===== src/fmacc_pkg.sv =====
`default_nettype none
// ============================================================================
// fmacc_pkg
// Shared widths, register codes, item types and saturating arithmetic for the
// force and moment accumulator.
// ============================================================================
package fmacc_pkg;

    localparam int DATA_WIDTH = 32;
    localparam int FRAC_BITS  = 16;
    localparam int SUM_W      = 64;
    localparam int LEV_W      = DATA_WIDTH + 1;
    localparam int PROD_W     = 2 * LEV_W;
    localparam int SHIFT_W    = PROD_W - FRAC_BITS;
    localparam int EXT_W      = ((SHIFT_W > SUM_W) ? SHIFT_W : SUM_W) + 1;

    localparam int Q_DEPTH    = 4;
    localparam int Q_AW       = $clog2(Q_DEPTH);

    localparam int NUM_REGS   = 4;
    localparam int CFG_IDX_W  = $clog2(NUM_REGS);

    typedef enum logic [CFG_IDX_W-1:0] {
        REG_MODE  = 2'd0,
        REG_REF_X = 2'd1,
        REG_REF_Y = 2'd2,
        REG_REF_Z = 2'd3
    } t_reg_idx;

    localparam logic MODE_BODY  = 1'b0;
    localparam logic MODE_EMBED = 1'b1;

    localparam logic signed [SUM_W-1:0] SUM_MAX = {1'b0, {(SUM_W-1){1'b1}}};
    localparam logic signed [SUM_W-1:0] SUM_MIN = {1'b1, {(SUM_W-1){1'b0}}};

    typedef struct packed {
        logic signed [DATA_WIDTH-1:0] pos_x;
        logic signed [DATA_WIDTH-1:0] pos_y;
        logic signed [DATA_WIDTH-1:0] pos_z;
        logic signed [DATA_WIDTH-1:0] force_x;
        logic signed [DATA_WIDTH-1:0] force_y;
        logic signed [DATA_WIDTH-1:0] force_z;
        logic                         last;
    } t_in_item;

    typedef struct packed {
        logic signed [SUM_W-1:0] total_force_x;
        logic signed [SUM_W-1:0] total_force_y;
        logic signed [SUM_W-1:0] total_force_z;
        logic signed [SUM_W-1:0] total_moment_x;
        logic signed [SUM_W-1:0] total_moment_y;
        logic signed [SUM_W-1:0] total_moment_z;
    } t_out_item;

    // Classified work item: lever arm and effective force, ready to multiply
    typedef struct packed {
        logic signed [LEV_W-1:0] lev_x;
        logic signed [LEV_W-1:0] lev_y;
        logic signed [LEV_W-1:0] lev_z;
        logic signed [LEV_W-1:0] frc_x;
        logic signed [LEV_W-1:0] frc_y;
        logic signed [LEV_W-1:0] frc_z;
        logic                    last;
    } t_work;

    typedef struct packed {
        logic full;
        logic empty;
    } t_q_stat;

    function automatic logic signed [SUM_W-1:0] sat_add(
        input logic signed [SUM_W-1:0] a,
        input logic signed [SUM_W-1:0] b
    );
        logic signed [SUM_W:0] s;
        s = {a[SUM_W-1], a} + {b[SUM_W-1], b};
        case (s[SUM_W:SUM_W-1])
            2'b01:   return SUM_MAX;
            2'b10:   return SUM_MIN;
            default: return s[SUM_W-1:0];
        endcase
    endfunction

    function automatic logic signed [SUM_W-1:0] sat_sub(
        input logic signed [SUM_W-1:0] a,
        input logic signed [SUM_W-1:0] b
    );
        logic signed [SUM_W:0] s;
        s = {a[SUM_W-1], a} - {b[SUM_W-1], b};
        case (s[SUM_W:SUM_W-1])
            2'b01:   return SUM_MAX;
            2'b10:   return SUM_MIN;
            default: return s[SUM_W-1:0];
        endcase
    endfunction

    // Drop the fraction bits (floor) and clamp to the sum width
    function automatic logic signed [SUM_W-1:0] scale_sat(
        input logic signed [PROD_W-1:0] p
    );
        logic signed [SHIFT_W-1:0]   sh;
        logic signed [EXT_W-1:0]     ext;
        logic [EXT_W-SUM_W:0]        top;
        sh  = $signed(SHIFT_W'(p >>> FRAC_BITS));
        ext = EXT_W'(sh);
        top = ext[EXT_W-1:SUM_W-1];
        if ((&top) || !(|top)) begin
            return ext[SUM_W-1:0];
        end
        return ext[EXT_W-1] ? SUM_MIN : SUM_MAX;
    endfunction

endpackage
`default_nettype wire


===== src/fmacc_queue.sv =====
`default_nettype none
// ============================================================================
// fmacc_queue
// Short first-in first-out queue of work items between front and back.
// ============================================================================
module fmacc_queue import fmacc_pkg::*; (
    input  logic    i_clk,
    input  logic    i_rst_n,
    input  logic    i_push,
    input  t_work   i_work,
    input  logic    i_pop,
    output t_q_stat o_stat,
    output logic    o_head_vld,
    output t_work   o_head
);

    t_work             r_mem [Q_DEPTH];
    logic [Q_AW-1:0]   r_wr_ptr;
    logic [Q_AW-1:0]   r_rd_ptr;
    logic [Q_AW:0]     r_cnt;
    logic [Q_AW:0]     n_cnt;

    always_comb begin
        n_cnt = r_cnt;
        if (i_push && !i_pop) n_cnt = r_cnt + 1'b1;
        if (!i_push && i_pop) n_cnt = r_cnt - 1'b1;
    end

    always_ff @(posedge i_clk) begin
        if (!i_rst_n) begin
            r_wr_ptr <= '0;
            r_rd_ptr <= '0;
            r_cnt    <= '0;
        end else begin
            if (i_push) r_wr_ptr <= r_wr_ptr + 1'b1;
            if (i_pop)  r_rd_ptr <= r_rd_ptr + 1'b1;
            r_cnt <= n_cnt;
        end
    end

    always_ff @(posedge i_clk) begin
        if (i_push) begin
            r_mem[r_wr_ptr] <= i_work;
        end
    end

    assign o_stat.full  = (r_cnt == (Q_AW+1)'(Q_DEPTH));
    assign o_stat.empty = (r_cnt == '0);
    assign o_head_vld   = !o_stat.empty;
    assign o_head       = r_mem[r_rd_ptr];

endmodule
`default_nettype wire


===== config.mk =====
export PLATFORM = sky130hd
export DESIGN_NAME = fmacc_queue
export DESIGN_NICKNAME = d
export VERILOG_FILES = /design/src/fmacc_pkg.sv /design/src/fmacc_queue.sv
export SDC_FILE = /design/constraint.sdc
export NUM_CORES = 1
export LEC_CHECK = 0
export BUFFER_PORTS_ARGS = -buffer_cell sky130_fd_sc_hd__buf_4
export CAP_MARGIN = 40
export CORE_ASPECT_RATIO = 1.25
export CORE_MARGIN = 1
export CORE_UTILIZATION = 50
export DETAILED_ROUTE_END_ITERATION = 12
export GPL_TIMING_DRIVEN = 0
export PLACE_DENSITY = 0.74
export SLEW_MARGIN = 0
export SYNTH_ARGS = -nofsm -noshare
export SYNTH_HDL_FRONTEND = slang
export SYNTH_SLANG_ARGS = --single-unit

===== constraint.sdc =====
create_clock -name i_clk -period 5.8 [get_ports i_clk]
set_clock_uncertainty 0.1 [all_clocks]
set_input_delay 0.87 -clock i_clk [delete_from_list [all_inputs] [get_ports i_clk]]
set_output_delay 0.87 -clock i_clk [all_outputs]
set_load 0.01 [all_outputs]

Yosys cells after proc, flatten, opt, wreduce, memory -nomap -nowiden
Memory sizes are Yosys's and may differ from the RTL's. A register that Yosys moved wholly into a read port is not among the register bits.
Index checks and enable logic that the tools add are counted.
Storage, ports and cells
  register bits: 7
  bits in writable memories: 796
  input port bits: 203
  word-level logic and storage cells: 22
  memories kept: 1
Operators by class
  add/sub/neg operators: 4
  eq/ne operators: 1
  mux-type cells: 6
  reduce and logical (&&, ||, !) cells: 7
Memories
  r_mem: words 4, width 199, rd ports 1, clocked after Yosys merged registers in 1, wr ports 1, line fmacc_queue.sv:17  | t_work r_mem [Q_DEPTH];
Operators by type and width (count)
  3-bit two-way mux: 2
  2-bit by 1-bit adder with 2-bit output (second input constant): 2
  2-bit two-way mux: 2
  3-bit by 1-bit adder with 3-bit output (second input constant): 1
  3-bit equality test (second input constant): 1
  1-bit logical NOT: 3
  3-bit logical NOT: 1
  3-bit by 1-bit subtractor with 3-bit output (second input constant): 1
  1-bit logical AND: 2
  1-bit two-way mux: 2
  2-bit nonzero test: 1

Longest topological paths before layout
Gate-level depths: netlist (run 1).
  word-level depth: 4
  mapped depth: 7
  depth with buffers taken out: 7

Least setup slack after synthesis (run 1)
OpenSTA, ideal clock, no wires.
  kind: input-to-reg
  start: input port i_push
  end: memory r_mem[0][0] (netlist bit) (enable)
  library setup time: 0.583 ns
  arrival time: 5.385 ns
  path slack: -0.268 ns
  cell stages on the path: 1
  cell sequence: and2_1
Between the ends
  longest elaborated chain between the ends: 2
RTL lines
  from (decl): line fmacc_queue.sv:9  | input logic i_push,
  1-bit two-way mux: line fmacc_queue.sv:42  | if (i_push) begin
  1-bit two-way mux (not written as such): line fmacc_queue.sv:43  | r_mem[r_wr_ptr] <= i_work;
  to (decl): line fmacc_queue.sv:17
Every way passes these cells.

==> results of run 1 <==
cell type report:
type	instances	share of cell area, %
tap	750	2.606
sequential	805	66.87
buffer	44	0.8269
clock inverter	50	1.418
timing repair buffer	420	9.624
clock buffer	84	5.389
antenna	4	0.02779
multi-input combinational	230	13.16
inverter	7	0.07296
cell families after synthesis:
family | count (synthesis)
buf+inv | 51
simple gates | 16
mux | 200
flops | 805
xor+xnor | 5
compound gates | 3
fa+ha+maj | 6
power by group through the flow:
stage	clock network (mW)	registers [mW]	logic [mW]
2_1_floorplan	0	6.87	0.719
3_3_place_gp	0	6.90	1.41
3_5_place_dp	0	6.87	1.47
4_1_cts	4.97	6.74	1.48
5_1_grt	5.16	6.76	1.54
6_report	4.85	6.74	1.45
state kept, by name, summed over array words and instances (netlist names), named ones only:
register	cells
r_cnt	3
r_mem	796
r_rd_ptr	2
r_wr_ptr	2
critical path: stages, from the launching register on:
cell,delay (ns)
sky130_fd_sc_hd__dfxtp_1,0.30
sky130_fd_sc_hd__buf_2,0.31
sky130_fd_sc_hd__buf_2,0.43
sky130_fd_sc_hd__buf_2,0.38
sky130_fd_sc_hd__mux4_2,0.39
sky130_fd_sc_hd__buf_4,0.17
through the flow:
stage	cell area, sq um	setup WS [ns]	hold WS [ns]
after global routing	36010	2.128	0.3265
final	36010	2.242	0.3566
after CTS	36000	2.144	0.3180
after floorplan	29140	1.952	0.3679
after detailed placement	33550	2.802	0.4554
after global placement	33110	-0.2440	0.3832
how the worst max path moves through the flow:
stage          startpoint             to  slack (ns)  cells after the start
6_report        flip-flop    o_head[147]        2.24                      5
5_1_grt         flip-flop     o_head[99]        2.13                      5
4_1_cts         flip-flop    o_head[150]        2.14                      5
3_5_place_dp    flip-flop    o_head[101]        2.80                      5
3_3_place_gp       i_push  r_mem[0][160]       -0.24                      2
2_1_floorplan      i_push    r_mem[1][0]        1.95                      1
cell usage in the layout (no fill, tap or decap), types with 2 or more instances in the layout:
cell	Yosys	routed
sky130_fd_sc_hd__or3_1	2	2
sky130_fd_sc_hd__ha_1	5	5
sky130_fd_sc_hd__clkbuf_8	0	3
sky130_fd_sc_hd__clkinv_2	0	11
sky130_fd_sc_hd__inv_1	7	7
sky130_fd_sc_hd__diode_2	0	4
sky130_fd_sc_hd__xor2_1	3	3
sky130_fd_sc_hd__clkinvlp_4	0	9
sky130_fd_sc_hd__o21ai_0	2	2
sky130_fd_sc_hd__dfxtp_1	9	9
sky130_fd_sc_hd__and2_4	0	4
sky130_fd_sc_hd__clkinv_4	0	3
sky130_fd_sc_hd__buf_6	14	14
sky130_fd_sc_hd__edfxtp_1	796	796
sky130_fd_sc_hd__nand2_1	2	2
sky130_fd_sc_hd__clkbuf_1	1	7
sky130_fd_sc_hd__buf_4	0	404
sky130_fd_sc_hd__xnor2_1	2	2
sky130_fd_sc_hd__buf_2	22	22
sky130_fd_sc_hd__clkinv_8	0	2
sky130_fd_sc_hd__inv_6	0	5
sky130_fd_sc_hd__buf_1	7	7
sky130_fd_sc_hd__bufinv_16	0	8
sky130_fd_sc_hd__clkbuf_16	0	75
sky130_fd_sc_hd__buf_16	0	15
sky130_fd_sc_hd__mux4_2	199	199
sky130_fd_sc_hd__and2_1	10	6
sky130_fd_sc_hd__clkinv_1	0	12
synth_stat cells (all sizes together):
cell type,n
inv,7
edfxtp,796
nor2b,1
nand2,2
and3,1
and2,10
mux4,199
fa,1
xnor2,2
ha,5
or3,2
a21boi,1
buf,43
mux2i,1
dfxtp,9
clkbuf,1
xor2,3
o21ai,2
metal layers:
metal / vias to the layer above / part of all wire, % / global-route usage [%]
li1: 5711 / - / -
met1: 6918 / 37 / 24.58
met2: 413 / 52 / 33.28
met3: 113 / 7.0 / 5.315
met4: 4 / 3.4 / 8.373
met5: - / 0.049 / 0
==> summary.txt, run 1 <==
Placed design
  – # placed instances: 2256
  – Total of buffers placed on input and output ports: 404
  – Global placement routability congestion: 0.7403
  – Half-perimeter wire length of the detailed placement result: 36930 um

Timing
  – Period utilization: 61.35%
  – Actual slew at the worst max-slew pin: 0.7320 ns
  – Maximum clock frequency: 281.1 MHz
  – Max-slew violations: 0
  – Unrepaired setup endpoints after global routing: no
  – Period minus WS final: 3.558 ns
  – Final setup violation count: 0
  – Total negative slack for setup checks: 0 ns
  – Final hold viol count: 0
  – Worst rel slew slack: 51.20%

Power and ir drop
  – Relative contribution of the clock network to total power: 37.2%
  – Comb pwr share: 11.1%
  – Net Sw Power: 2.844 mW
  – Maximum vdd ir drop: 0.0003738 V
  – Leakage power: 12.13 nW
  – Proportion of total power due to net switching: 21.80%
  – Final total power: 13.05 mW
  – Part of the power in registers: 51.7%
  – Cell Int Power: 10.20 mW
  – P per Cell Area: 362.2 mW/mm^2

Clock tree
  – Worst-case clock buffer depth: 3
  – Number of buffers added to fix hold violations after cts: 0
  – Clock Tree Root: sky130_fd_sc_hd__clkbuf_16
  – Clk slew on worst S/H paths: 0.07 ns
  – Post-CTS setup buffer count: 0
  – Number of buffers added by the clock tree synthesis step: 74
  – CTS tree: yes
  – Post-CTS resize count: 0
  – Clock Sink Count: 805
  – Insertion delay of the later-clocked pin in the worst-skew pair: 0.59 ns
  – H-tree lvl count: 3

Final layout
  – Area of the multi-input gates: 0.004741 sq mm
  – Total of fill cells in the finished design: 3818
  – Filler-free cell count of the finished design: 2394
  – Final cell utilization of the core: 62.76%
  – Final layout net count: 1791
  – Register Area: 0.02408 sq mm
  – Fraction of layout cells with a size suffix above 1: 47.26%
  – Area Growth Syn to Fin: 23.60%

Floorplan
  – Starting utilization of the core area: 50.78%
  – Area of the core: 0.05739 sq mm
  – Die height: 271.9 um
  – Count of boundary I/O pins: 405
  – Chip Width: 217.9 um
  – Site Rows: 98
  – Die area: 0.05925 sq mm

Min path
  – Class of the tightest hold or removal check: in2reg
  – Hold Crit Endpoint: r_mem[2][69]
  – Source of the worst hold timing path: i_work[69]
  – Hold path cells: 1

Drt
  – Number of iterations in the first detailed-routing pass: 5
  – DR vias: 13160
  – Total wire length after detailed routing: 58630 um
  – Post-route DRC violation count: 0
  – Average wire per cell in the routed design: 24.49 um
  – Initial detailed-routing violation count: 865
  – Final ANT Viol Nets: 0
  – Via density: 5.497

Setup path
  – CP startpoint kind: flip-flop
  – Critical path arrival: 2.59 ns
  – Slack of the worst reg-to-reg path: 3.63 ns
  – Category of the worst setup path capture point: output pin
  – Path type of the worst setup path: reg2out
  – Data required, critical path: 4.83 ns
  – Critical path peak fanout: 10
  – Critical R2R Capture: r_mem[0][132]
  – RR Startpoint: r_wr_ptr[0]
  – Number of cell instances on the worst register-to-register path: 5

Logic synthesis
  – Top area cells in the synthesized netlist: sky130_fd_sc_hd__edfxtp_1 82%, sky130_fd_sc_hd__mux4_2 15%, sky130_fd_sc_hd__dfxtp_1 0.62%
  – Mean Syn Cell Area: 26.83 sq um
  – Count of yosys warnings during synthesis: 0
  – Post-synthesis share of cell area spent on full adders, half adders and majority gates: 0.2834%
  – Share of cell area taken by muxes after synthesis: 15.42%
  – Flip-flop and latch count after synthesis: 805
  – Cell taking the most area after synthesis: sky130_fd_sc_hd__edfxtp_1
  – Area fraction in compound gates after synthesis: 0.06012%
  – Sequential fraction of the synthesis area: 82.65%
  – Simple-gate area share of the yosys netlist: 0.3263%
  – Number of distinct standard cells referenced by the synthesized netlist: 20
  – Combinational family with the most area after synthesis: multiplexers
  – Yosys top cell area share: 82.03%
  – Synthesized area: 0.02914 sq mm
  – Net count after synthesis: 1295
  – Post-synthesis share of cell area spent on xor and xnor gates: 0.1503%
  – Gate Count Post-Synth: 1086

Outcome
  – Run status: complete, no violations

Global route
  – Global-route wire length before repair: 86570 um
  – Number of global-route vias before repair: 14100
  – Number of antenna violations at the first check in global routing: 5
  – Pin count of the biggest net entering global routing: 54
  – Total grt overflow: 0
  – Overall Global Routing Usage: 19.91%

Job
  – Max capacitance violation total: 0
(Power assumes the default switching activity.)
==> run 2, diff against run 1 <==
- PLACE_DENSITY: 0.74 -> 0.71
- clock period: 5.8 -> 3.3 ns (I/O delays scaled with it)
==> run 2 against run 1 <==
Via count rose by 5.1%; flip-flop and latch count did not move; power up 76%; design area increased by 5.3%; worst hold slack worse by 0.28 ns; critical path depth unchanged; first-iteration DRC count increased by 4.5%; routed wire length rose by 2.4%; global-route usage up 0.56 points; non-clock buffer count rose by 200; largest cell class unchanged; largest power group unchanged.
==> summary.txt, run 2 (synthesized netlist as in run 1, its figures left out) <==
Setup path
  – CP startpoint kind: flip-flop (unchanged)
  – Max incr delay on CP: 0.38 ns (was 0.43 ns)
  – Path type of the worst setup path: reg2out (unchanged)
  – Data required, critical path: 2.70 ns (was 4.83 ns)
  – Slowest stage cell on the critical path: sky130_fd_sc_hd__buf_2 (unchanged)
  – Cell family with the largest share of critical-path delay: buffers and inverters (unchanged)
  – Critical path arrival: 2.51 ns (was 2.59 ns)
  – Crit-path cells: buf_2 -> buf_4 -> buf_2 -> mux4_2 -> buf_4 (was buf_2 -> buf_2 -> buf_2 -> mux4_2 -> buf_4)
  – Critical path peak fanout: 10 (unchanged)
  – Number of buffer and inverter stages on the critical path: 4 (unchanged)
  – Category of the worst setup path capture point: output pin (unchanged)
  – Slack of the worst reg-to-reg path: 1.17 ns (was 3.63 ns)

Final layout
  – Fraction of layout cells with a size suffix above 1: 41.44% (was 47.26%)
  – Max reg flops: 796 (unchanged)
  – Area Growth Syn to Fin: 30.16% (was 23.60%)
  – Final layout net count: 1994 (was 1791)
  – Diode count: 0 (was 4)
  – Leading cell types in the layout, fill and taps excluded: 796 x sky130_fd_sc_hd__edfxtp_1, 405 x sky130_fd_sc_hd__buf_4, 199 x sky130_fd_sc_hd__mux4_2, 199 x sky130_fd_sc_hd__dlygate4sd3_1, 79 x sky130_fd_sc_hd__clkbuf_16 (was 796 x sky130_fd_sc_hd__edfxtp_1, 404 x sky130_fd_sc_hd__buf_4, 199 x sky130_fd_sc_hd__mux4_2)
  – Post-route standard cell area excluding fillers: 0.03793 sq mm (was 0.03601 sq mm)
  – Total of fill cells in the finished design: 3677 (was 3818)
  – Regs by FF count: r_mem (796), r_cnt (3) (unchanged)
  – Largest register by flop count: r_mem (unchanged)
  – Leading cell type in the layout, fill and taps excluded: sky130_fd_sc_hd__edfxtp_1 (unchanged)

Global route
  – Number of global-route vias before repair: 15210 (was 14100)
  – Pin count of the biggest net entering global routing: 54 (unchanged)
  – Number of antenna violations at the first check in global routing: 3 (was 5)
  – Total grt overflow: 0 (unchanged)
  – Overall Global Routing Usage: 20.47% (was 19.91%)
  – Global-route wire length before repair: 89660 um (was 86570 um)

Power and ir drop
  – Leakage power: 12.94 nW (was 12.13 nW)
  – Maximum vdd ir drop: 0.0005938 V (was 0.0003738 V)
  – P per Cell Area: 605.1 mW/mm^2 (was 362.2 mW/mm^2)

Timing
  – Final setup violation count: 0 (unchanged)
  – Final hold viol count: 0 (unchanged)
  – Total negative slack for setup checks: 0 ns (unchanged)
  – Worst rel slew slack: 41.84% (was 51.20%)
  – Period utilization: 94.20%
  – Period minus WS final: 3.108 ns
  – Unrepaired setup endpoints after global routing: no (unchanged)
  – Max-slew violations: 0 (unchanged)
  – Actual slew at the worst max-slew pin: 0.8724 ns (was 0.7320 ns)
  – Maximum clock frequency: 321.7 MHz
  – Final worst setup slack: 0.1915 ns (was 2.242 ns)

Placed design
  – Placed standard-cell area: 0.03356 sq mm (was 0.03355 sq mm)
  – Pre-CTS worst setup slack: 0.5947 ns (was 2.802 ns)
  – Global placement routability congestion: 0.7403 (unchanged)
  – Total of buffers placed on input and output ports: 404 (unchanged)
  – Half-perimeter wire length of the detailed placement result: 37160 um (was 36930 um)

Drt
  – Via density: 5.340 (was 5.497)
  – DR vias: 13840 (was 13160)
  – Total wire length after detailed routing: 60020 um (was 58630 um)
  – Post-route DRC violation count: 0 (unchanged)
  – Average wire per cell in the routed design: 23.16 um (was 24.49 um)
  – Number of iterations in the first detailed-routing pass: 5 (unchanged)
  – Final ANT Viol Nets: 0 (unchanged)
  – Initial detailed-routing violation count: 904 (was 865)

Job
  – Max capacitance violation total: 0 (unchanged)

Clock tree
  – Clk slew on worst S/H paths: 0.06 ns (was 0.07 ns)
  – Number of buffers added by the clock tree synthesis step: 77 (was 74)
  – Insertion delay of the later-clocked pin in the worst-skew pair: 0.59 ns (about the same)
  – Clock Tree Root: sky130_fd_sc_hd__clkbuf_16 (unchanged)
  – Clock Sink Count: 805 (unchanged)
  – Worst-case clock buffer depth: 3 (unchanged)
  – Post-CTS setup buffer count: 0 (unchanged)
  – H-tree lvl count: 3 (unchanged)
  – CTS tree: yes (unchanged)

Floorplan
  – Chip Width: 217.9 um (unchanged)
  – Die area: 0.05925 sq mm (unchanged)
  – Area of the core: 0.05739 sq mm (unchanged)
  – Starting utilization of the core area: 50.78% (unchanged)
  – Site Rows: 98 (unchanged)
  – Die height: 271.9 um (unchanged)
  – Count of boundary I/O pins: 405 (unchanged)

Outcome
  – Run status: complete, no violations (unchanged)

Min path
  – Class of the tightest hold or removal check: in2reg (unchanged)
[run 2: changes by cell type in the layout (fill, tap and decap cells not counted), moves of 2 or more]
cell,change
sky130_fd_sc_hd__clkinvlp_4,-8
sky130_fd_sc_hd__buf_16,-2
sky130_fd_sc_hd__clkbuf_8,-3
sky130_fd_sc_hd__clkbuf_16,+4
sky130_fd_sc_hd__inv_6,-3
sky130_fd_sc_hd__buf_12,+3
sky130_fd_sc_hd__clkinv_4,-3
sky130_fd_sc_hd__bufinv_16,-3
sky130_fd_sc_hd__clkbuf_1,+15
sky130_fd_sc_hd__dlygate4sd3_1,+199
sky130_fd_sc_hd__clkinv_2,+3
sky130_fd_sc_hd__diode_2,-4
[run 2: layout make-up]
cell class | instances | area [sq um] | area share (%)
Multi-Input combinational cell | 230 | 4741 | 12.50
Inverter | 7 | 26.28 | 0.06928
Buffer | 44 | 300.3 | 0.7918
Sequential cell | 805 | 24080 | 63.50
Tap cell | 750 | 938.4 | 2.474
Clock inverter | 35 | 319.1 | 0.8413
Clock buffer | 100 | 2056 | 5.420
Timing Repair Buffer | 620 | 5463 | 14.40
[run 2: worst paths after layout]
check	startpoint	to	cells past startpoint
setup / recovery	flip-flop	o_head[167]	5
hold / removal	i_rst_n	r_cnt[0]	2
setup reg to reg	r_wr_ptr[0]	r_mem[2][165]	4
hold reg to reg	r_cnt[2]	r_cnt[2]	2
[run 2: per-stage QoR]
step	total power, mW	instances	hold slack (ns)	util, %
6_report	22.95	2591	0.08125	66.09
5_1_grt	23.73	2591	0.07600	66.09
3_5_place_dp	14.66	2257	0.4388	58.48
4_1_cts	23.22	2591	0.03674	66.09
3_3_place_gp	14.57	2240	0.3823	57.71
2_1_floorplan	13.32	1086	0.3679	-
[run 2: where the power goes]
group	leakage, nW	internal, mW	switching [mW]
combinational	4.40	1.44	1.32
clock	1.16	4.79	3.55
sequential	7.39	11.8	0.101
total	12.9	18.0	4.97
[run 2: metal layers]
| metal | GRT usage (%) | share of wire [%] |
|---|---|---|
| met5 | 0 | 0.057 |
| met4 | 6.827 | 2.7 |
| met3 | 5.818 | 7.2 |
| met2 | 35.25 | 52 |
| met1 | 24.80 | 38 |
[run 2: what timing repair did]
action                                  4_1_cts  5_1_grt
hold endpoints to repair                    796        0
gates resized for setup                       1        0
hold buffers                                199        0
endpoints found under the setup margin       25        0
==> run 3, diff against run 2 <==
- CORE_UTILIZATION: 50 -> 25
- PLACE_DENSITY: 0.71 -> default
==> run 3 against run 2 <==
First-iteration DRC count down 8.3%; highest routed layer unchanged; die area up 99%; fmax up 1.1%; via count up 0.20%.
==> summary.txt, run 3 (synthesized netlist as in run 1, its figures left out) <==
Setup path
  – Data required, critical path: 2.70 ns (about the same)
  – Critical path peak fanout: 10 (unchanged)
  – CP startpoint kind: flip-flop (unchanged)
  – RR Startpoint: r_wr_ptr[0] (unchanged)
  – Critical path arrival: 2.48 ns (was 2.51 ns)
  – Category of the worst setup path capture point: output pin (unchanged)
  – Path type of the worst setup path: reg2out (unchanged)

Timing
  – Unrepaired setup endpoints after global routing: no (unchanged)
  – Period minus WS final: 3.075 ns (was 3.108 ns)
  – Actual slew at the worst max-slew pin: 0.7724 ns (was 0.8724 ns)
  – Worst rel slew slack: 48.51% (was 41.84%)
  – Final worst setup slack: 0.2248 ns (was 0.1915 ns)
  – Final hold viol count: 0 (unchanged)
  – Maximum clock frequency: 325.2 MHz (was 321.7 MHz)
  – Final setup violation count: 0 (unchanged)
  – Max-slew violations: 0 (unchanged)
  – Period utilization: 93.19% (was 94.20%)

Final layout
  – Leading cell type in the layout, fill and taps excluded: sky130_fd_sc_hd__edfxtp_1 (unchanged)
  – Fraction of layout cells with a size suffix above 1: 41.75% (was 41.44%)
  – Regs by FF count: r_mem (796), r_cnt (3) (unchanged)
  – Diode count: 0 (unchanged)
  – Largest register by flop count: r_mem (unchanged)
  – Leading cell types in the layout, fill and taps excluded: 796 x sky130_fd_sc_hd__edfxtp_1, 407 x sky130_fd_sc_hd__buf_4, 202 x sky130_fd_sc_hd__dlygate4sd3_1 (was 796 x sky130_fd_sc_hd__edfxtp_1, 405 x sky130_fd_sc_hd__buf_4, 199 x sky130_fd_sc_hd__mux4_2, 199 x sky130_fd_sc_hd__dlygate4sd3_1, 79 x sky130_fd_sc_hd__clkbuf_16)
  – Total of fill cells in the finished design: 10790 (was 3677)
  – Final cell utilization of the core: 34.02% (was 66.09%)
  – Area Growth Syn to Fin: 34.43% (was 30.16%)
  – Final layout net count: 1999 (was 1994)
  – Max reg flops: 796 (unchanged)

Power and ir drop
  – Net Sw Power: 5.244 mW (was 4.967 mW)
  – P per Cell Area: 601.7 mW/mm^2 (was 605.1 mW/mm^2)
  – Part of the power in registers: 50.3% (was 51.6%)
  – Leakage power: 13.05 nW (was 12.94 nW)
  – Relative contribution of the clock network to total power: 37.8% (was 36.3%)
  – Comb pwr share: 12.0% (about the same)
  – Maximum vdd ir drop: 0.0004513 V (was 0.0005938 V)
  – Proportion of total power due to net switching: 22.25% (was 21.64%)
  – Final total power: 23.57 mW (was 22.95 mW)
  – Cell Int Power: 18.32 mW (was 17.98 mW)

Clock tree
  – H-tree lvl count: 3 (unchanged)
  – Clk slew on worst S/H paths: 0.06 ns (about the same)
  – CTS tree: yes (unchanged)
  – Insertion delay of the later-clocked pin in the worst-skew pair: 0.66 ns (was 0.59 ns)
  – Post-CTS setup buffer count: 0 (unchanged)
  – Worst-case clock buffer depth: 3 (unchanged)
  – Clock Tree Root: sky130_fd_sc_hd__clkbuf_16 (unchanged)
  – Number of buffers added by the clock tree synthesis step: 80 (was 77)
  – Clock Sink Count: 805 (unchanged)

Global route
  – Number of global-route vias before repair: 15430 (was 15210)
  – Total grt overflow: 0 (unchanged)
  – Met1 track utilization from global routing: 13.00% (was 24.80%)
  – Global-route wire length before repair: 97840 um (was 89660 um)
  – Number of antenna violations at the first check in global routing: 9 (was 3)
  – Met3 Usage GRT: 3.426% (was 5.818%)
  – Global Route met2 Usage: 19.32% (was 35.25%)
  – Overall Global Routing Usage: 11.29% (was 20.47%)
  – Pin count of the biggest net entering global routing: 54 (unchanged)
  – Gr busiest metal: met2 (unchanged)

Placed design
  – Global placement routability congestion: 0.7017 (was 0.7403)
  – Total of buffers placed on input and output ports: 404 (unchanged)
  – Half-perimeter wire length of the detailed placement result: 43300 um (was 37160 um)
  – Pre-CTS worst setup slack: 0.3660 ns (was 0.5947 ns)

Drt
  – Number of iterations in the first detailed-routing pass: 5 (unchanged)
  – Post-route DRC violation count: 0 (unchanged)
  – Final ANT Viol Nets: 0 (unchanged)
  – DR vias: 13860 (was 13840)
  – Via density: 4.078 (was 5.340)
  – Total wire length after detailed routing: 66210 um (was 60020 um)
  – Average wire per cell in the routed design: 19.47 um (was 23.16 um)
  – Initial detailed-routing violation count: 829 (was 904)

Floorplan
  – Starting utilization of the core area: 25.31% (was 50.78%)
  – Die area: 0.1179 sq mm (was 0.05925 sq mm)
  – Area of the core: 0.1151 sq mm (was 0.05739 sq mm)
  – Chip Width: 307.4 um (was 217.9 um)
  – Die height: 383.7 um (was 271.9 um)
  – Site Rows: 139 (was 98)
  – Count of boundary I/O pins: 405 (unchanged)

Outcome
  – Run status: complete, no violations (unchanged)

Job
  – Max capacitance violation total: 0 (unchanged)

Min path
  – Source of the worst hold timing path: r_cnt[2] (was i_rst_n)
  – Class of the tightest hold or removal check: reg2reg (was in2reg)
==> run 3: final cells by class <==
| class | count | area [sq um] | share of cell area [%] |
|---|---|---|---|
| Clock buffer | 99 | 2116 | 5.402 |
| Multi-Input combinational cell | 230 | 4741 | 12.10 |
| Tap cell | 1551 | 1941 | 4.954 |
| Timing Repair Buffer | 622 | 5495 | 14.03 |
| Sequential cell | 805 | 24080 | 61.48 |
| Inverter | 7 | 26.28 | 0.06708 |
| Buffer | 44 | 327.8 | 0.8369 |
| Clock inverter | 42 | 440.4 | 1.124 |
==> run 3: repair_timing <==
action,in CTS,in global routing
endpoints found under the hold margin,805,0
hold buffers,202,0
setup endpoints to repair,150,8
resized for setup,8,4
==> run 3: critical path: stages, from the launching register on <==
cell and delay [ns]:
sky130_fd_sc_hd__dfxtp_1 0.33, sky130_fd_sc_hd__buf_6 0.19, sky130_fd_sc_hd__buf_6 0.26, sky130_fd_sc_hd__buf_8 0.24
sky130_fd_sc_hd__mux4_2 0.57, sky130_fd_sc_hd__buf_4 0.19
==> run 3: path summary, 6_finish.rpt <==
check / slack (ns) / endpoint / cells after the start
min: 0.42 / r_cnt[2] / 2
max reg2reg: 1.20 / r_mem[2][125] / 5
min reg2reg: 0.42 / r_cnt[2] / 2
max: 0.22 / o_head[95] / 5
==> run 3: metrics by stage <==
step	instance area [sq um]	hold slack [ns]	std cells	TNS, ns
finish	39170	0.4229	3400	0
global route	39170	0.4134	3400	0
CTS	39170	0.3738	3400	0
detailed placement	34560	0.4204	3057	0
global placement	34120	0.4101	3041	-397.57
floorplan	29150	0.3679	1086	0
==> run 3: per-layer routing <==
metal / vias up / share of wire [%]
met5: - / 0.11
met4: 12 / 3.1
met3: 110 / 6.7
met2: 398 / 51
met1: 7213 / 39
li1: 6131 / -
==> run 3: power by group through the flow <==
stage	Clock [mW]	Sequential, mW	Combinational [mW]
5_1_grt	9.58	11.9	3.03
4_1_cts	9.25	11.9	2.91
6_report	8.90	11.8	2.82
3_3_place_gp	0	12.1	2.57
3_5_place_dp	0	12.1	2.68
2_1_floorplan	0	12.0	1.27
